===== src/rtl/csfp_pkg.sv =====
// Shared types and constants of the checksummed serial frame parser.
package csfp_pkg;

  // Framing bytes and length limits
  localparam logic [7:0] SYNC_FIRST   = 8'h55;
  localparam logic [7:0] SYNC_SECOND  = 8'h00;
  localparam logic [7:0] TRAIL_FIRST  = 8'h00;
  localparam logic [7:0] TRAIL_SECOND = 8'hAA;
  localparam logic [7:0] MIN_LEN      = 8'd9;
  localparam logic [7:0] LEN_OVERHEAD = 8'd8;
  localparam logic [7:0] CHECK_BASE   = 8'd255;

  // Result kind codes
  localparam logic [2:0] KIND_PAYLOAD     = 3'd0;
  localparam logic [2:0] KIND_GOOD        = 3'd1;
  localparam logic [2:0] KIND_BAD_CHECK   = 3'd2;
  localparam logic [2:0] KIND_BAD_TRAILER = 3'd3;
  localparam logic [2:0] KIND_BAD_LENGTH  = 3'd4;

  // Byte held in the input stage
  typedef struct packed {
    logic       valid;
    logic [7:0] rx_byte;
  } csfp_item_t;

  // One result of the deframer, as packed onto the output channel
  typedef struct packed {
    logic [2:0] kind;
    logic [7:0] payload_length;
    logic [7:0] frame_address;
    logic [7:0] frame_kind;
    logic [7:0] payload_index;
    logic [7:0] payload_byte;
  } csfp_result_t;

endpackage


===== src/rtl/csfp_in_stage.sv =====
// Input register of the frame parser: holds one received byte until consumed.
module csfp_in_stage (
  input  logic                clk_i,
  input  logic                rst_ni,
  input  logic                tvalid_i,
  output logic                tready_o,
  input  logic [7:0]          tdata_i,
  input  logic                advance_i,
  output csfp_pkg::csfp_item_t item_o
);

  logic       valid_q;
  logic [7:0] byte_q;

  assign tready_o = !valid_q || advance_i;

  always_ff @(posedge clk_i or negedge rst_ni) begin
    if (!rst_ni) begin
      valid_q <= 1'b0;
    end else if (tready_o) begin
      valid_q <= tvalid_i;
    end
  end

  always_ff @(posedge clk_i) begin
    if (tready_o && tvalid_i) begin
      byte_q <= tdata_i;
    end
  end

  assign item_o.valid   = valid_q;
  assign item_o.rx_byte = byte_q;

endmodule


===== src/rtl/csfp_deframer.sv =====
// Frame state machine with running checksum; computes at most one result per byte.
module csfp_deframer (
  input  logic                  clk_i,
  input  logic                  rst_ni,
  input  logic                  step_i,
  input  logic [7:0]            rx_byte_i,
  output logic                  res_valid_o,
  output csfp_pkg::csfp_result_t res_o
);

  typedef enum logic [3:0] {
    PH_HUNT   = 4'd0,
    PH_SYNC2  = 4'd1,
    PH_LEN    = 4'd2,
    PH_TYPE   = 4'd3,
    PH_ADDR   = 4'd4,
    PH_DATA   = 4'd5,
    PH_CHECK  = 4'd6,
    PH_TRAIL1 = 4'd7,
    PH_TRAIL2 = 4'd8
  } phase_e;

  phase_e     phase_q, phase_d;
  logic [7:0] len_q, len_d;
  logic [7:0] type_q, type_d;
  logic [7:0] addr_q, addr_d;
  logic [7:0] count_q, count_d;
  logic [7:0] sum_q, sum_d;
  logic [7:0] pay_len;
  logic [7:0] count_inc;

  assign pay_len   = len_q - csfp_pkg::LEN_OVERHEAD;
  assign count_inc = count_q + 8'd1;

  always_comb begin
    phase_d = phase_q;
    len_d   = len_q;
    type_d  = type_q;
    addr_d  = addr_q;
    count_d = count_q;
    sum_d   = sum_q;

    res_valid_o          = 1'b0;
    res_o.kind           = csfp_pkg::KIND_PAYLOAD;
    res_o.payload_byte   = '0;
    res_o.payload_index  = '0;
    res_o.frame_kind     = type_q;
    res_o.frame_address  = addr_q;
    res_o.payload_length = pay_len;

    case (phase_q)
      PH_SYNC2: begin
        if (rx_byte_i == csfp_pkg::SYNC_SECOND) begin
          phase_d = PH_LEN;
        end else if (rx_byte_i == csfp_pkg::SYNC_FIRST) begin
          phase_d = PH_SYNC2;
        end else begin
          phase_d = PH_HUNT;
        end
      end
      PH_LEN: begin
        if (rx_byte_i < csfp_pkg::MIN_LEN) begin
          res_valid_o          = 1'b1;
          res_o.kind           = csfp_pkg::KIND_BAD_LENGTH;
          res_o.frame_kind     = '0;
          res_o.frame_address  = '0;
          res_o.payload_length = '0;
          phase_d              = PH_HUNT;
        end else begin
          len_d   = rx_byte_i;
          sum_d   = rx_byte_i;
          phase_d = PH_TYPE;
        end
      end
      PH_TYPE: begin
        type_d  = rx_byte_i;
        sum_d   = sum_q + rx_byte_i;
        phase_d = PH_ADDR;
      end
      PH_ADDR: begin
        addr_d  = rx_byte_i;
        sum_d   = sum_q + rx_byte_i;
        count_d = '0;
        phase_d = PH_DATA;
      end
      PH_DATA: begin
        res_valid_o         = 1'b1;
        res_o.kind          = csfp_pkg::KIND_PAYLOAD;
        res_o.payload_byte  = rx_byte_i;
        res_o.payload_index = count_q;
        sum_d               = sum_q + rx_byte_i;
        count_d             = count_inc;
        if (count_inc == pay_len) begin
          phase_d = PH_CHECK;
        end
      end
      PH_CHECK: begin
        if (rx_byte_i == (csfp_pkg::CHECK_BASE - sum_q)) begin
          phase_d = PH_TRAIL1;
        end else begin
          res_valid_o = 1'b1;
          res_o.kind  = csfp_pkg::KIND_BAD_CHECK;
          phase_d     = PH_HUNT;
        end
      end
      PH_TRAIL1: begin
        if (rx_byte_i == csfp_pkg::TRAIL_FIRST) begin
          phase_d = PH_TRAIL2;
        end else begin
          res_valid_o = 1'b1;
          res_o.kind  = csfp_pkg::KIND_BAD_TRAILER;
          phase_d     = PH_HUNT;
        end
      end
      PH_TRAIL2: begin
        res_valid_o = 1'b1;
        res_o.kind  = (rx_byte_i == csfp_pkg::TRAIL_SECOND) ? csfp_pkg::KIND_GOOD
                                                            : csfp_pkg::KIND_BAD_TRAILER;
        phase_d     = PH_HUNT;
      end
      default: begin
        // hunting, and any unused phase code
        phase_d = (rx_byte_i == csfp_pkg::SYNC_FIRST) ? PH_SYNC2 : PH_HUNT;
      end
    endcase
  end

  always_ff @(posedge clk_i or negedge rst_ni) begin
    if (!rst_ni) begin
      phase_q <= PH_HUNT;
      len_q   <= '0;
      type_q  <= '0;
      addr_q  <= '0;
      count_q <= '0;
      sum_q   <= '0;
    end else if (step_i) begin
      phase_q <= phase_d;
      len_q   <= len_d;
      type_q  <= type_d;
      addr_q  <= addr_d;
      count_q <= count_d;
      sum_q   <= sum_d;
    end
  end

endmodule


===== src/rtl/checksummed_serial_frame_parser_top.sv =====
// Top level of the checksummed serial frame parser: input stage, deframer, result register.
//
//  channel  | dir | tdata (low bit up)                         | tuser
//  ---------+-----+--------------------------------------------+-------------
//  s_axis   | in  | rx_byte[7:0]                               | -
//  m_axis   | out | payload_byte, payload_index, frame_kind,   | kind[2:0]
//           |     | frame_address, payload_length (40 bits)    |
//
// One byte per cycle sustained while results are taken; the deframer works on the byte
// in the input register and writes its result, if any, to the result register as
// that byte advances out of it, and the result is offered from the result register.
// Reset clears the frame state to hunting and empties both registers.
// While a result waits untaken, hold the byte in the input register, result or
// not; an empty input register takes one more byte, then the input stalls.
module checksummed_serial_frame_parser_top (
  input  logic        clk_i,
  input  logic        rst_ni,
  // received bytes
  input  logic        s_axis_tvalid_i,
  output logic        s_axis_tready_o,
  input  logic [7:0]  s_axis_tdata_i,   // [7:0] rx_byte
  // payload bytes and frame status
  output logic        m_axis_tvalid_o,
  input  logic        m_axis_tready_i,
  output logic [39:0] m_axis_tdata_o,   // [7:0] payload_byte, [15:8] payload_index,
                                        // [23:16] frame_kind, [31:24] frame_address,
                                        // [39:32] payload_length
  output logic [2:0]  m_axis_tuser_o    // [2:0] kind
);

  csfp_pkg::csfp_item_t   item;
  csfp_pkg::csfp_result_t res;
  logic                   res_valid;
  logic                   advance;
  logic                   out_free;

  logic                   out_valid_q;
  csfp_pkg::csfp_result_t out_q;

  // The output slot is free when empty or being drained this cycle
  assign out_free = !out_valid_q || m_axis_tready_i;
  // Advance the held byte only when its result, if any, has somewhere to go
  assign advance  = item.valid && out_free;

  csfp_in_stage u_in_stage (
    .clk_i     (clk_i),
    .rst_ni    (rst_ni),
    .tvalid_i  (s_axis_tvalid_i),
    .tready_o  (s_axis_tready_o),
    .tdata_i   (s_axis_tdata_i),
    .advance_i (advance),
    .item_o    (item)
  );

  csfp_deframer u_deframer (
    .clk_i       (clk_i),
    .rst_ni      (rst_ni),
    .step_i      (advance),
    .rx_byte_i   (item.rx_byte),
    .res_valid_o (res_valid),
    .res_o       (res)
  );

  // Result register valid flag
  always_ff @(posedge clk_i or negedge rst_ni) begin
    if (!rst_ni) begin
      out_valid_q <= 1'b0;
    end else if (out_free) begin
      out_valid_q <= advance && res_valid;
    end
  end

  // Result payload: load only with a fresh result
  always_ff @(posedge clk_i) begin
    if (out_free && advance && res_valid) begin
      out_q <= res;
    end
  end

  assign m_axis_tvalid_o = out_valid_q;
  assign m_axis_tuser_o  = out_q.kind;
  assign m_axis_tdata_o  = {out_q.payload_length, out_q.frame_address, out_q.frame_kind,
                            out_q.payload_index, out_q.payload_byte};

endmodule

===== config.mk =====
export PLATFORM = sky130hd
export DESIGN_NAME = checksummed_serial_frame_parser_top
export DESIGN_NICKNAME = d
export VERILOG_FILES = /design/src/rtl/csfp_pkg.sv /design/src/rtl/csfp_in_stage.sv /design/src/rtl/csfp_deframer.sv /design/src/rtl/checksummed_serial_frame_parser_top.sv
export SDC_FILE = /design/constraint.sdc
export NUM_CORES = 1
export LEC_CHECK = 0
export ABC_AREA = 1
export BUFFER_PORTS_ARGS = -buffer_cell sky130_fd_sc_hd__buf_4
export CAP_MARGIN = 25
export CELL_PAD_IN_SITES_DETAIL_PLACEMENT = 0
export CELL_PAD_IN_SITES_GLOBAL_PLACEMENT = 1
export CORE_MARGIN = 1.5
export CORE_UTILIZATION = 48
export CTS_CLUSTER_SIZE = 10
export DETAILED_ROUTE_END_ITERATION = 8
export PLACE_DENSITY = 0.9
export SYNTH_ARGS = -nofsm -noshare
export SYNTH_HDL_FRONTEND = slang
export SYNTH_SLANG_ARGS = --single-unit

===== constraint.sdc =====
create_clock -name clk_i -period 7 [get_ports clk_i]
set_input_delay 0.7 -clock clk_i [delete_from_list [all_inputs] [get_ports clk_i]]
set_output_delay 0.7 -clock clk_i [all_outputs]
set_load 0.02 [all_outputs]

# ---- Yosys cells after proc, flatten, opt, wreduce, memory -nomap -nowiden
# Cells that the tools add are included.
dict set report totals {
  regBits 97
  output_inout_bits 45
}
dict set report op_classes {
  n_addsub 4
  n_lt_le_gt_ge 1
  n_eq_ne 14
  mux 20
  n_bitwise 1
  n_reduce_logical 20
}
# operator n
set ops {}
lappend ops {{4-bit one-hot mux with 8 select lines} 1}
lappend ops {{8-bit one-hot mux with 2 select lines} 2}
lappend ops {{27-bit two-way mux} 1}
lappend ops {{24-bit two-way mux} 1}
lappend ops {{4-bit by 3-bit equality test with 1-bit output (second input constant)} 4}
lappend ops {{8-bit equality test} 2}
lappend ops {{4-bit two-way mux} 3}
lappend ops {{3-bit one-hot mux with 4 select lines} 1}
lappend ops {{8-bit by 1-bit adder with 8-bit output (second input constant)} 1}
lappend ops {{8-bit adder} 1}
lappend ops {{4-bit by 2-bit equality test with 1-bit output (second input constant)} 2}
lappend ops {{8-bit by 7-bit equality test with 1-bit output (second input constant)} 1}
lappend ops {{8-bit equality test (second input constant)} 1}
lappend ops {{8-bit logical NOT} 1}
lappend ops {{8-bit by 4-bit less-than comparator with 1-bit output (second input constant)} 1}
lappend ops {{2-bit two-way mux} 4}
lappend ops {{8-bit two-way mux} 1}
lappend ops {{2-bit AND reduction} 4}
lappend ops {{8-bit by 4-bit subtractor with 8-bit output (second input constant)} 1}
lappend ops {{8-bit subtractor (first input constant)} 1}
lappend ops {{3-bit AND reduction} 2}
lappend ops {{1-bit logical AND} 5}
lappend ops {{4-bit by 1-bit equality test with 1-bit output (second input constant)} 1}
lappend ops {{4-bit equality test (second input constant)} 1}
lappend ops {{other kinds (11)} 17}

# ---- Depth between registers and ports, before layout
# Gate-level depths: netlist of run 1.
dict set report logic_depth {
  depth_word 5
  ltp_mapped 14
  ltp_nobuf 14
}

# ---- Cells and area by module
# From an unflattened synthesis of run 1, not the netlist that was laid out.
dict set report unflattened {
  cells_unflattened 491
  hier_area_um2 4680.7
}
# module n_inst cells_per_inst area_per_inst_um2 seq_area_each_um2
set by_module_without_submodules {}
lappend by_module_without_submodules {csfp_deframer 1 424 3032.9 1101.1}
lappend by_module_without_submodules {checksummed_serial_frame_parser_top 1 52 1355.0 1316.3}
lappend by_module_without_submodules {csfp_in_stage 1 15 292.8 265.3}

# ---- Least setup slack after synthesis of run 1
# Ideal clock, no wire load.
dict set report synth_path {
  path_kind {register to register}
  startpoint {register u_in_stage.byte_q[3]}
  endpoint {register out_q (netlist bit m_axis_tdata_o[0]), enable pin}
  setup_time_ns 0.444
  t_arrival_ns 3.029
  path_slack_ns 3.527
  path_stages_with_launch 9
  synth_period_minus_slack_ns 3.473
  cell_sequence {edfxtp_1 -> ha_1 -> nand2_1 -> nor2_1 -> nand3_1 -> nand4_1 -> nand3_1 -> nor2_1 -> nor2_1}
}
dict set report synth_via {
  elab_chain_len 4
}
# item line
set synth_lines {}
lappend synth_lines {{start, declared} csfp_in_stage.sv:13} ;# logic [7:0] byte_q;
lappend synth_lines {{start signal, assigned} csfp_in_stage.sv:27} ;# byte_q <= tdata_i;
lappend synth_lines {{8-bit by 4-bit less-than comparator with 1-bit output, or another cell as far along} csfp_deframer.sv:62} ;# if (rx_byte_i < csfp_pkg::MIN_LEN) begin
lappend synth_lines {{1-bit two-way mux (on tied branches)} {csfp_deframer.sv:62, csfp_deframer.sv:98, csfp_deframer.sv:107}}
lappend synth_lines {{1-bit one-hot mux with 4 select lines (*)} csfp_deframer.sv:51} ;# case (phase_q)
lappend synth_lines {{1-bit logical AND (*)} checksummed_serial_frame_parser_top.sv:75} ;# if (out_free && advance && res_valid) begin
lappend synth_lines {{end signal, assigned} checksummed_serial_frame_parser_top.sv:76} ;# out_q <= res;
lappend synth_lines {{end, declared} checksummed_serial_frame_parser_top.sv:38} ;# csfp_pkg::csfp_result_t out_q;
# Mark *: on every way between the ends. The rest lies on a longest branch, timed or not.
# A chain may end at the register's enable or synchronous reset.

# ---- Worst setup path in the final report of run 1
dict set report layout_path {
  startpoint {register u_in_stage.byte_q[4]}
  endpoint {register out_q (netlist bit m_axis_tdata_o[5]), enable pin}
}
# Same word-level chain as after synthesis.

==> results of run 1 <==
==> per-layer routing <==
layer	up-vias	wire length [µm]
met2	116	4390
li1	1727	-
met1	1614	4560
met4	0	158
met5	-	0
met3	14	504
==> worst max-delay path by stage <==
stage	to	depth (start not counted)	slack (ns)	startpoint
3_3_place_gp	m_axis_tdata_o[16]	7	4.09	u_in_stage.byte_q[1]
6_report	m_axis_tdata_o[5]	8	4.24	u_in_stage.byte_q[4]
4_1_cts	m_axis_tdata_o[35]	8	4.23	u_in_stage.byte_q[4]
3_5_place_dp	m_axis_tdata_o[16]	8	4.25	u_in_stage.byte_q[4]
2_1_floorplan	m_axis_tdata_o[0]	8	3.53	u_in_stage.byte_q[3]
5_1_grt	m_axis_tdata_o[35]	8	3.98	u_in_stage.byte_q[1]
==> state kept, by name, summed over array words and instances (netlist names) <==
register and count:
u_deframer.sum_q 8, m_axis_tvalid_o 1, u_deframer.len_q 8, u_deframer.addr_q 8
u_in_stage.byte_q 8, u_in_stage.valid_q 1, u_deframer.phase_q 4, u_deframer.count_q 8
m_axis_tuser_o 3, u_deframer.type_q 8, m_axis_tdata_o 40
==> Yosys cell counts (all sizes together) <==
cell,count,area (µm²)
a21oi,13,68.8
a31oi,2,12.5
buf,8,42.5
dfrtp,46,1150
edfxtp,51,1530
fa,1,20.0
ha,9,113
inv,77,294
nand2,142,573
nand3,32,173
nand4,12,96.3
nor2,45,194
nor3,2,10.0
nor4,1,6.26
o211ai,1,7.51
o21ai,34,174
o21bai,1,7.51
o221ai,1,8.76
o22ai,8,50.1
or2,1,6.26
xnor2,3,26.3
xor2,1,8.76
==> cells in the final DEF (no fill, tap or decap), types with 2 or more instances in the layout <==
| master | n |
|---|---|
| sky130_fd_sc_hd__clkinv_8 | 2 |
| sky130_fd_sc_hd__o21ai_0 | 27 |
| sky130_fd_sc_hd__inv_8 | 2 |
| sky130_fd_sc_hd__nand2_4 | 3 |
| sky130_fd_sc_hd__nand2_1 | 132 |
| sky130_fd_sc_hd__nand4_1 | 10 |
| sky130_fd_sc_hd__a21oi_1 | 12 |
| sky130_fd_sc_hd__inv_1 | 71 |
| sky130_fd_sc_hd__clkbuf_8 | 9 |
| sky130_fd_sc_hd__nor2_4 | 4 |
| sky130_fd_sc_hd__a31oi_1 | 2 |
| sky130_fd_sc_hd__xnor2_1 | 3 |
| sky130_fd_sc_hd__edfxtp_1 | 51 |
| sky130_fd_sc_hd__inv_4 | 2 |
| sky130_fd_sc_hd__o22ai_1 | 8 |
| sky130_fd_sc_hd__nand2_2 | 7 |
| sky130_fd_sc_hd__inv_2 | 4 |
| sky130_fd_sc_hd__nor3_1 | 2 |
| sky130_fd_sc_hd__o21ai_1 | 6 |
| sky130_fd_sc_hd__dfrtp_1 | 46 |
| sky130_fd_sc_hd__buf_4 | 56 |
| sky130_fd_sc_hd__ha_1 | 9 |
| sky130_fd_sc_hd__nand3_1 | 31 |
| sky130_fd_sc_hd__nor2_1 | 40 |
| sky130_fd_sc_hd__inv_6 | 2 |
==> power by group through the flow <==
stage	sequential [W]	clock [W]	combinational (W)
floorplan	0.000618	0	0.0000247
global placement	0.000620	0	0.0000415
detailed placement	0.000620	0	0.0000420
CTS	0.000608	0.000381	0.0000421
global route	0.000609	0.000405	0.0000478
finish	0.000608	0.000373	0.0000416
==> critical path: cells and delay by family, from the launching register on <==
kind            cells  cell delay (ns)
buf+inv             2             0.47
compound gates      1             0.21
simple gates        5             1.31
flops               1             0.47
==> metrics by stage <==
stage	power (W)	util	setup slack (ns)	hold WS (ns)
2_1_floorplan	0.000643	-	3.53	0.404
3_3_place_gp	0.000661	0.554	4.09	0.470
3_5_place_dp	0.000662	0.557	4.25	0.475
4_1_cts	0.00103	0.579	4.23	0.335
5_1_grt	0.00106	0.579	3.98	0.356
6_report	0.00102	0.579	4.24	0.313
==> cells by family (layout without fill, tap and decap cells) <==
kind of cell	count (synthesis)	count (layout)	synth area share
AND/OR/NAND/NOR	235	235	0.231
flip-flops	97	97	0.586
buffers and inverters	85	150	0.0736
AO/OA/AOI/OAI	60	60	0.0719
adder cells (fa/ha/maj)	10	10	0.0290
XOR/XNOR	4	4	0.00766
==> area by class of cell <==
class | count | area share
Clock buffer | 9 | 0.0231
Sequential cell | 97 | 0.501
Timing Repair Buffer | 57 | 0.0837
Clock inverter | 7 | 0.0152
Tap cell | 129 | 0.0301
Multi-Input combinational cell | 309 | 0.292
Inverter | 77 | 0.0549
==> results by group, run 1 <==
Timing
  – Minimum clock period after layout: 2.76 ns
  – Achievable clock frequency: 363 MHz
  – Final number of hold-violating endpoints: 0
  – Slew at the pin with the worst max-slew slack: 0.598 ns
  – Final setup viols: 0
  – Post-Route Setup TNS: 0 ns
  – Slew Limit Headroom: 0.601
  – Setup skew after layout: 0.0176 ns
  – Period Utilization, post-route: 0.394
  – Unrepaired setup endpoints after global routing: no
  – Final count of pins violating max slew: 0

CTS
  – Hold bufs inserted after CTS: 0
  – Clock network latency to the later pin of the worst-skew pair: 0.38 ns
  – Clock tree from TritonCTS: built
  – Clk pin slew, worst setup/hold paths: 0.11 ns
  – Root buffer selected by CTS: sky130_fd_sc_hd__clkbuf_8
  – Bufs on Longest Clock Path: 2
  – Post-CTS Setup Bufs: 0
  – Max H-tree Level: 3
  – Clock tree sinks: 97
  – Post-CTS Resized: 0
  – TritonCTS buffer count: 9

Power and ir drop
  – Leakage power: 2.54 nW
  – Switching power share of the total: 0.258
  – Part of the power in registers: 0.594
  – Switching power: 0.000263 W
  – Comb pwr share: 0.041
  – Maximum VDD drop: 102 µV
  – Internal portion of total power: 0.000759 W
  – Areal power density over the cells: 191 nW/µm²
  – Share of power burned in the clock network: 0.365

Drt
  – Wire per inst: 14.0 µm
  – Via-to-Cell Ratio: 5.07
  – Remaining design rule violation count: 0
  – DRT antenna net count: 0
  – Number of search-and-repair iterations in the first detailed-routing pass: 4
  – Final Routed Wirelength: 9.61 mm
  – Violation count after the first detailed-routing iteration: 199
  – Vias: 3471

Critical path
  – Maximum fanout encountered on the critical timing path: 27
  – Required time of the critical path: 7.08 ns
  – Register-to-register setup slack: 4.24 ns
  – Endpoint of the worst register-to-register path: m_axis_tdata_o[5]
  – Kind of start point of the critical path: flip-flop
  – Chain of cells forming the critical path: inv_1, nand4_1, a21oi_2, nand2_2, nand3_1, nor2_1, nor2_4, buf_16
  – Count of cells along the worst register-to-register path: 8
  – Endpoint arrival time on the critical path: 2.84 ns
  – CP peak stage delay: 0.47 ns
  – Worst R2R Start: u_in_stage.byte_q[4]
  – Highest-delay cell along the critical path: sky130_fd_sc_hd__edfxtp_1
  – Kind of end point of the critical path: flip-flop
  – Worst setup path category: flip-flop to flip-flop

Die
  – Area of the placeable core: 9240 µm²
  – Vert. Die Dim: 101 µm
  – Die outline area: 10100 µm²
  – Die boundary width: 101 µm
  – Number of top-level pins: 57
  – Rows: 35
  – Initial core utilization: 0.495

GRT
  – Busiest grt layer: met2
  – Global routing usage on met2: 0.307
  – Met1 demand-to-capacity share in global routing: 0.286
  – Pin count of the biggest net entering global routing: 47
  – Number of global-route vias before repair: 3182
  – Number of antenna violations at the first check in global routing: 0
  – Total grt overflow: 0
  – Total routing resource utilization after global routing: 0.200
  – Global-route wire length before repair: 15.6 mm
  – Met3 track utilization from global routing: 0.0430

Layout
  – Fillers: 797
  – Number of non-filler instances in the completed layout: 685
  – Area taken by multi-input logic gates: 1560 µm²
  – Synth-to-layout area growth: 17.0%
  – Design area: 5350 µm²
  – Register cell area after layout: 2680 µm²
  – Nets: 573
  – Share of post-route cells with drive strength above 1: 0.180
  – Number of antenna diodes: 0

Placed design
  – Post-placement cell count: 669
  – Cell area after placement: 5150 µm²
  – Hpwl dp: 6.94 mm
  – Number of buffer cells added on primary ports: 56
  – Routability congestion estimate: 0.890

Logic synthesis
  – Count of warnings emitted by yosys: 0
  – Avg Inst Size Synth: 9.32 µm²
  – Unique cell type count in the Yosys netlist: 35
  – Proportion of synthesized chip area in sequential cells: 0.586
  – Synth Instances: 491
  – Post-synth design cell area: 4570 µm²
  – Register bit count reported by yosys: 97
  – Net count of the mapped netlist: 513

Status
  – Run status: completed

Job
  – Number of violations of the max-capacitance limit: 0

Hold path
  – Hold Crit Class: input port to async pin
Power figures use the tool's default switching activity.
==> inputs of run 2 (changes only) <==
CORE_UTILIZATION = 40   (was 48)
PLACE_DENSITY = 0.81   (was 0.9)
clock period = 2.36 ns   (was 7 ns; I/O delays follow)
==> results by group, run 2 (synthesis results as in run 1) <==
Timing
  – Final count of pins violating max slew: 0 (unchanged)
  – Achievable clock frequency: 457 MHz (was 363 MHz)
  – Final setup viols: 0 (unchanged)
  – Unrepaired setup endpoints after global routing: no (unchanged)
  – Final number of hold-violating endpoints: 0 (unchanged)
  – Slew at the pin with the worst max-slew slack: 0.619 ns (was 0.598 ns)
  – Slew Limit Headroom: 0.588 (was 0.601)
  – Period Utilization, post-route: 0.927 (was 0.394)
  – Setup skew after layout: 0.0109 ns (was 0.0176 ns)
  – Post-Route Setup TNS: 0 ns (unchanged)
  – Minimum clock period after layout: 2.19 ns (was 2.76 ns)

GRT
  – Number of antenna violations at the first check in global routing: 0 (unchanged)
  – Total grt overflow: 0 (unchanged)
  – Total routing resource utilization after global routing: 0.184 (was 0.200)
  – Global-route wire length before repair: 16.4 mm (was 15.6 mm)
  – Number of global-route vias before repair: 3397 (was 3182)
  – Pin count of the biggest net entering global routing: 47 (unchanged)

CTS
  – Clock network latency to the later pin of the worst-skew pair: 0.35 ns (was 0.38 ns)
  – Clk pin slew, worst setup/hold paths: 0.07 ns (was 0.11 ns)
  – Post-CTS Resized: 0 (unchanged)
  – Clock tree from TritonCTS: built (unchanged)
  – Max H-tree Level: 3 (unchanged)
  – Clock tree sinks: 97 (unchanged)
  – TritonCTS buffer count: 9 (unchanged)
  – Bufs on Longest Clock Path: 2 (unchanged)
  – Root buffer selected by CTS: sky130_fd_sc_hd__clkbuf_16 (was sky130_fd_sc_hd__clkbuf_8)

Critical path
  – Maximum fanout encountered on the critical timing path: 32 (was 27)
  – Kind of end point of the critical path: flip-flop (unchanged)
  – Worst setup path category: flip-flop to flip-flop (unchanged)
  – Kind of start point of the critical path: flip-flop (unchanged)
  – Endpoint of the worst register-to-register path: m_axis_tdata_o[33] (was m_axis_tdata_o[5])
  – Endpoint arrival time on the critical path: 2.23 ns (was 2.84 ns)
  – Worst R2R Start: u_in_stage.byte_q[5] (was u_in_stage.byte_q[4])
  – Count of cells along the worst register-to-register path: 9 (was 8)
  – Register-to-register setup slack: 0.17 ns (was 4.24 ns)
  – Required time of the critical path: 2.41 ns (was 7.08 ns)

Die
  – Die boundary width: 110 µm (was 101 µm)
  – Vert. Die Dim: 110 µm (was 101 µm)
  – Die outline area: 12100 µm² (was 10100 µm²)
  – Initial core utilization: 0.416 (was 0.495)
  – Number of top-level pins: 57 (unchanged)
  – Area of the placeable core: 11000 µm² (was 9240 µm²)
  – Rows: 38 (was 35)

Drt
  – Number of search-and-repair iterations in the first detailed-routing pass: 4 (unchanged)
  – Via-to-Cell Ratio: 4.91 (was 5.07)
  – Vias: 3604 (was 3471)
  – Remaining design rule violation count: 0 (unchanged)
  – DRT antenna net count: 0 (unchanged)
  – Final Routed Wirelength: 10.4 mm (was 9.61 mm)
  – Violation count after the first detailed-routing iteration: 214 (was 199)
  – Wire per inst: 14.2 µm (was 14.0 µm)

Placed design
  – Number of buffer cells added on primary ports: 56 (unchanged)
  – Routability congestion estimate: 0.915 (was 0.890)
  – Post-placement cell count: 717 (was 669)
  – Cell area after placement: 5430 µm² (was 5150 µm²)
  – Hpwl dp: 7.59 mm (was 6.94 mm)

Layout
  – Max reg flops: 40 (unchanged)
  – Number of antenna diodes: 0 (unchanged)
  – Leading cell type in the layout, fill and taps excluded: sky130_fd_sc_hd__nand2_1 (unchanged)
  – Nets: 611 (was 573)
  – Final core utilization: 0.521 (was 0.579)
  – Design area: 5730 µm² (was 5350 µm²)
  – Fillers: 1006 (was 797)
  – Top library cells by usage in the layout, fill and taps aside: sky130_fd_sc_hd__nand2_1, sky130_fd_sc_hd__buf_4, sky130_fd_sc_hd__inv_1 (was sky130_fd_sc_hd__nand2_1, sky130_fd_sc_hd__inv_1, sky130_fd_sc_hd__buf_4)
  – Share of post-route cells with drive strength above 1: 0.231 (was 0.180)
  – Synth-to-layout area growth: 25.2% (was 17.0%)
  – Number of non-filler instances in the completed layout: 734 (was 685)

Power and ir drop
  – Part of the power in registers: 0.529 (was 0.594)
  – Share of power burned in the clock network: 0.417 (was 0.365)
  – Areal power density over the cells: 593 nW/µm² (was 191 nW/µm²)
  – Maximum VDD drop: 314 µV (was 102 µV)
  – Switching power: 0.000794 W (was 0.000263 W)
  – Overall power of the completed layout: 0.00339 W (was 0.00102 W)
  – Comb pwr share: 0.054 (was 0.041)
  – Leakage power: 2.76 nW (was 2.54 nW)
  – Switching power share of the total: 0.234 (was 0.258)
  – Internal portion of total power: 0.00260 W (was 0.000759 W)

Status
  – Run status: completed (unchanged)

Hold path
  – Number of cells traversed by the worst hold path: 1
  – Launch instance of the worst min-delay path: s_axis_tdata_i[4]
  – Hold Crit Class: input port to flip-flop (was input port to async pin)
  – Hold EP: u_in_stage.byte_q[4]

Job
  – Number of violations of the max-capacitance limit: 0 (unchanged)
==> run 2: worst max path at each step <==
stage                         start  depth (start not counted)                  to
2_1_floorplan  u_in_stage.byte_q[3]                          8   m_axis_tdata_o[0]
3_3_place_gp   u_in_stage.byte_q[5]                          8  m_axis_tdata_o[19]
3_5_place_dp   u_in_stage.byte_q[5]                          9  m_axis_tdata_o[13]
4_1_cts        u_in_stage.byte_q[4]                          9  m_axis_tdata_o[33]
5_1_grt        u_in_stage.byte_q[4]                          9  m_axis_tdata_o[38]
6_report       u_in_stage.byte_q[5]                          9  m_axis_tdata_o[33]
==> run 2: routing by layer <==
metal | vias to the layer above | part of all wire | global-route usage
met2 | 89 | 0.49 | 0.303
met4 | 0 | 0.0091 | 0.0733
li1 | 1803 | - | -
met1 | 1702 | 0.45 | 0.241
met3 | 10 | 0.052 | 0.0338
met5 | - | 0 | 0
==> run 2: critical path: stages (launching register included) <==
cell	delay [ns]
sky130_fd_sc_hd__edfxtp_1	0.41
sky130_fd_sc_hd__ha_1	0.36
sky130_fd_sc_hd__nand2_1	0.09
sky130_fd_sc_hd__nor2_1	0.05
sky130_fd_sc_hd__nand3_1	0.10
sky130_fd_sc_hd__nand4_1	0.11
sky130_fd_sc_hd__nand3_1	0.09
sky130_fd_sc_hd__nor2_1	0.08
sky130_fd_sc_hd__nor2_4	0.33
sky130_fd_sc_hd__buf_12	0.26
==> run 2: area by class of cell <==
class                   instances  area [µm²]  area share
well taps                     140         175      0.0306
repair buffers                 95         728       0.127
clock inverters                 7        58.8      0.0103
inverters                      77         294      0.0513
multi-input cells             309        1560       0.273
clock buffers                   9         225      0.0393
flip-flops and latches         97        2680       0.468
==> run 2: repair_timing <==
| action | in CTS | in global routing |
|---|---|---|
| hold endpoints to repair | 46 | 0 |
| buffers inserted | 0 | 0 |
| hold buffers | 1 | 0 |
==> run 2: power by group through the flow <==
stage	logic [W]	clock network, W	registers [W]
6_report	0.000183	0.00141	0.00180
5_1_grt	0.000202	0.00153	0.00180
4_1_cts	0.000186	0.00145	0.00180
3_5_place_dp	0.000184	0	0.00183
3_3_place_gp	0.000182	0	0.00183
2_1_floorplan	0.0000738	0	0.00183
==> run 2: through the flow <==
stage / setup slack [ns] / hold slack [ns]
after floorplan: 0.0902 / -0.0596
after global placement: -0.174 / 0.289
after detailed placement: 0.179 / 0.296
after CTS: 0.160 / 0.0472
after global routing: 0.0434 / 0.0438
final: 0.173 / 0.0556
==> inputs of run 3 (changes only) <==
CORE_MARGIN = not set   (was 1.5)
CTS_BUF_LIST = sky130_fd_sc_hd__clkbuf_8 sky130_fd_sc_hd__clkbuf_16   (was not set)
==> results by group, run 3 (synthesis results as in run 1) <==
Critical path
  – Endpoint arrival time on the critical path: 2.13 ns (was 2.23 ns)
  – Kind of end point of the critical path: flip-flop (unchanged)
  – Kind of start point of the critical path: flip-flop (unchanged)
  – Worst setup path category: flip-flop to flip-flop (unchanged)
  – Required time of the critical path: 2.46 ns (was 2.41 ns)
  – Maximum fanout encountered on the critical timing path: 11 (was 32)

Drt
  – Remaining design rule violation count: 0 (unchanged)
  – Wire per inst: 13.6 µm (was 14.2 µm)
  – Vias: 3546 (was 3604)
  – Number of search-and-repair iterations in the first detailed-routing pass: 5 (was 4)
  – DRT antenna net count: 0 (unchanged)
  – Final Routed Wirelength: 9.95 mm (was 10.4 mm)
  – Via-to-Cell Ratio: 4.84 (was 4.91)
  – Violation count after the first detailed-routing iteration: 161 (was 214)

Power and ir drop
  – Comb pwr share: 0.051 (was 0.054)
  – Areal power density over the cells: 609 nW/µm² (was 593 nW/µm²)
  – Leakage power: 2.76 nW (about the same)
  – Overall power of the completed layout: 0.00350 W (was 0.00339 W)
  – Part of the power in registers: 0.514 (was 0.529)
  – Share of power burned in the clock network: 0.435 (was 0.417)
  – Switching power: 0.000794 W (about the same)
  – Switching power share of the total: 0.227 (was 0.234)
  – Internal portion of total power: 0.00271 W (was 0.00260 W)
  – Maximum VDD drop: 328 µV (was 314 µV)

Timing
  – Achievable clock frequency: 491 MHz (was 457 MHz)
  – Setup skew after layout: 0.00931 ns (was 0.0109 ns)
  – Final setup viols: 0 (unchanged)
  – Final number of hold-violating endpoints: 0 (unchanged)
  – Minimum clock period after layout: 2.04 ns (was 2.19 ns)
  – Final count of pins violating max slew: 0 (unchanged)
  – Period Utilization, post-route: 0.863 (was 0.927)
  – Unrepaired setup endpoints after global routing: no (unchanged)
  – Slew Limit Headroom: 0.586 (was 0.588)
  – Slew at the pin with the worst max-slew slack: 0.621 ns (was 0.619 ns)
  – Post-Route Hold Slack: 0.0587 ns (was 0.0556 ns)

Layout
  – Share of post-route cells with drive strength above 1: 0.229 (was 0.231)
  – Final core utilization: 0.523 (was 0.521)
  – Number of antenna diodes: 0 (unchanged)
  – Max reg flops: 40 (unchanged)
  – Top library cells by usage in the layout, fill and taps aside: sky130_fd_sc_hd__nand2_1, sky130_fd_sc_hd__buf_4, sky130_fd_sc_hd__inv_1 (unchanged)
  – Synth-to-layout area growth: 25.6% (was 25.2%)
  – Leading cell type in the layout, fill and taps excluded: sky130_fd_sc_hd__nand2_1 (unchanged)
  – Nets: 610 (was 611)

Die
  – Number of top-level pins: 57 (unchanged)
  – Area of the placeable core: 11000 µm² (unchanged)
  – Vert. Die Dim: 109 µm (was 110 µm)
  – Die outline area: 11900 µm² (was 12100 µm²)
  – Rows: 38 (unchanged)
  – Die boundary width: 109 µm (was 110 µm)
  – Initial core utilization: 0.416 (unchanged)

CTS
  – Clock tree sinks: 97 (unchanged)
  – Clock network latency to the later pin of the worst-skew pair: 0.35 ns (about the same)
  – TritonCTS buffer count: 9 (unchanged)
  – Clock tree from TritonCTS: built (unchanged)
  – Max H-tree Level: 3 (unchanged)
  – Root buffer selected by CTS: sky130_fd_sc_hd__clkbuf_16 (unchanged)
  – Bufs on Longest Clock Path: 2 (unchanged)
  – Clk pin slew, worst setup/hold paths: 0.07 ns (about the same)

Status
  – Run status: completed (unchanged)

Placed design
  – Hpwl dp: 7.31 mm (was 7.59 mm)
  – Number of buffer cells added on primary ports: 56 (unchanged)
  – Routability congestion estimate: 0.925 (was 0.915)

GRT
  – Number of antenna violations at the first check in global routing: 0 (unchanged)
  – Global-route wire length before repair: 16.1 mm (was 16.4 mm)
  – Pin count of the biggest net entering global routing: 47 (unchanged)
  – Total grt overflow: 0 (unchanged)
  – Number of global-route vias before repair: 3343 (was 3397)
  – Total routing resource utilization after global routing: 0.181 (was 0.184)

Job
  – Number of violations of the max-capacitance limit: 0 (unchanged)

Hold path
  – Hold Crit Class: input port to flip-flop (unchanged)
-- run 3: changes by cell type in the layout (fill, tap and decap cells not counted) --
| cell | previous run | this run |
|---|---|---|
| sky130_fd_sc_hd__buf_4 | 93 | 92 |
| sky130_fd_sc_hd__clkinv_4 | 1 | 2 |
| sky130_fd_sc_hd__clkinv_2 | 2 | 0 |
| sky130_fd_sc_hd__bufinv_16 | 0 | 1 |
| sky130_fd_sc_hd__inv_6 | 2 | 1 |
| sky130_fd_sc_hd__clkinvlp_4 | 0 | 1 |
-- run 3: power by group through the flow --
stage                      logic, W  clock network (W)  registers [W]
final                      0.000179            0.00152        0.00180
after global routing       0.000200            0.00161        0.00180
after CTS                  0.000181            0.00154        0.00180
after detailed placement   0.000179                  0        0.00183
after global placement     0.000177                  0        0.00183
after floorplan           0.0000738                  0        0.00183
-- run 3: routing by layer --
metal,track usage,vias to the layer above,wire (µm)
li1,-,1795,-
met1,0.241,1658,4670
met2,0.289,73,4680
met3,0.0263,20,352
met4,0.0907,0,246
met5,0,-,0
-- run 3: final timing paths --
check	startpoint	end	slack, ns	depth (start not counted)
max	u_in_stage.byte_q[5]	m_axis_tdata_o[9]	0.32	9
min	s_axis_tdata_i[5]	u_in_stage.byte_q[5]	0.06	1
max reg2reg	u_in_stage.byte_q[5]	m_axis_tdata_o[9]	0.32	9
min reg2reg	u_deframer.addr_q[5]	u_deframer.addr_q[5]	0.49	2
max in group asynchronous	rst_ni	u_deframer.count_q[1]	1.49	2
min in group asynchronous	rst_ni	u_deframer.sum_q[6]	0.43	2
-- run 3: cell type report --
cell class              count  area [µm²]
clock buffers               9         225
flip-flops and latches     97        2680
clock inverters             7        86.3
well taps                 140         175
inverters                  77         294
repair buffers             94         721
fillers                   999        5240
multi-input cells         309        1560
-- run 3: worst max-delay path, stage by stage (launching register included) --
cell	delay [ns]
sky130_fd_sc_hd__edfxtp_1	0.39
sky130_fd_sc_hd__ha_1	0.35
sky130_fd_sc_hd__nand2_1	0.08
sky130_fd_sc_hd__nor2_1	0.11
sky130_fd_sc_hd__nand3_1	0.12
sky130_fd_sc_hd__nand4_1	0.13
sky130_fd_sc_hd__nand3_1	0.08
sky130_fd_sc_hd__nor2_1	0.23
sky130_fd_sc_hd__nor2_4	0.09
sky130_fd_sc_hd__buf_4	0.20
-- run 3: timing repair --
action	4_1_cts	5_1_grt
gates resized for setup	0	0
setup endpoints to repair	0	30
hold buffers	1	0
setup buffers	0	2
hold endpoints to repair	46	0
-- run 3: per-stage QoR --
| step | cells | cell area (µm²) | TNS (ns) | setup WS, ns |
|---|---|---|---|---|
| 6_report | 733 | 5750 | 0 | 0.322 |
| 5_1_grt | 733 | 5750 | 0 | 0.193 |
| 4_1_cts | 731 | 5730 | 0 | 0.120 |
| 3_5_place_dp | 714 | 5410 | 0 | 0.136 |
| 3_3_place_gp | 713 | 5390 | -7.75 | -0.182 |
| 2_1_floorplan | 491 | 4580 | 0 | 0.0902 |
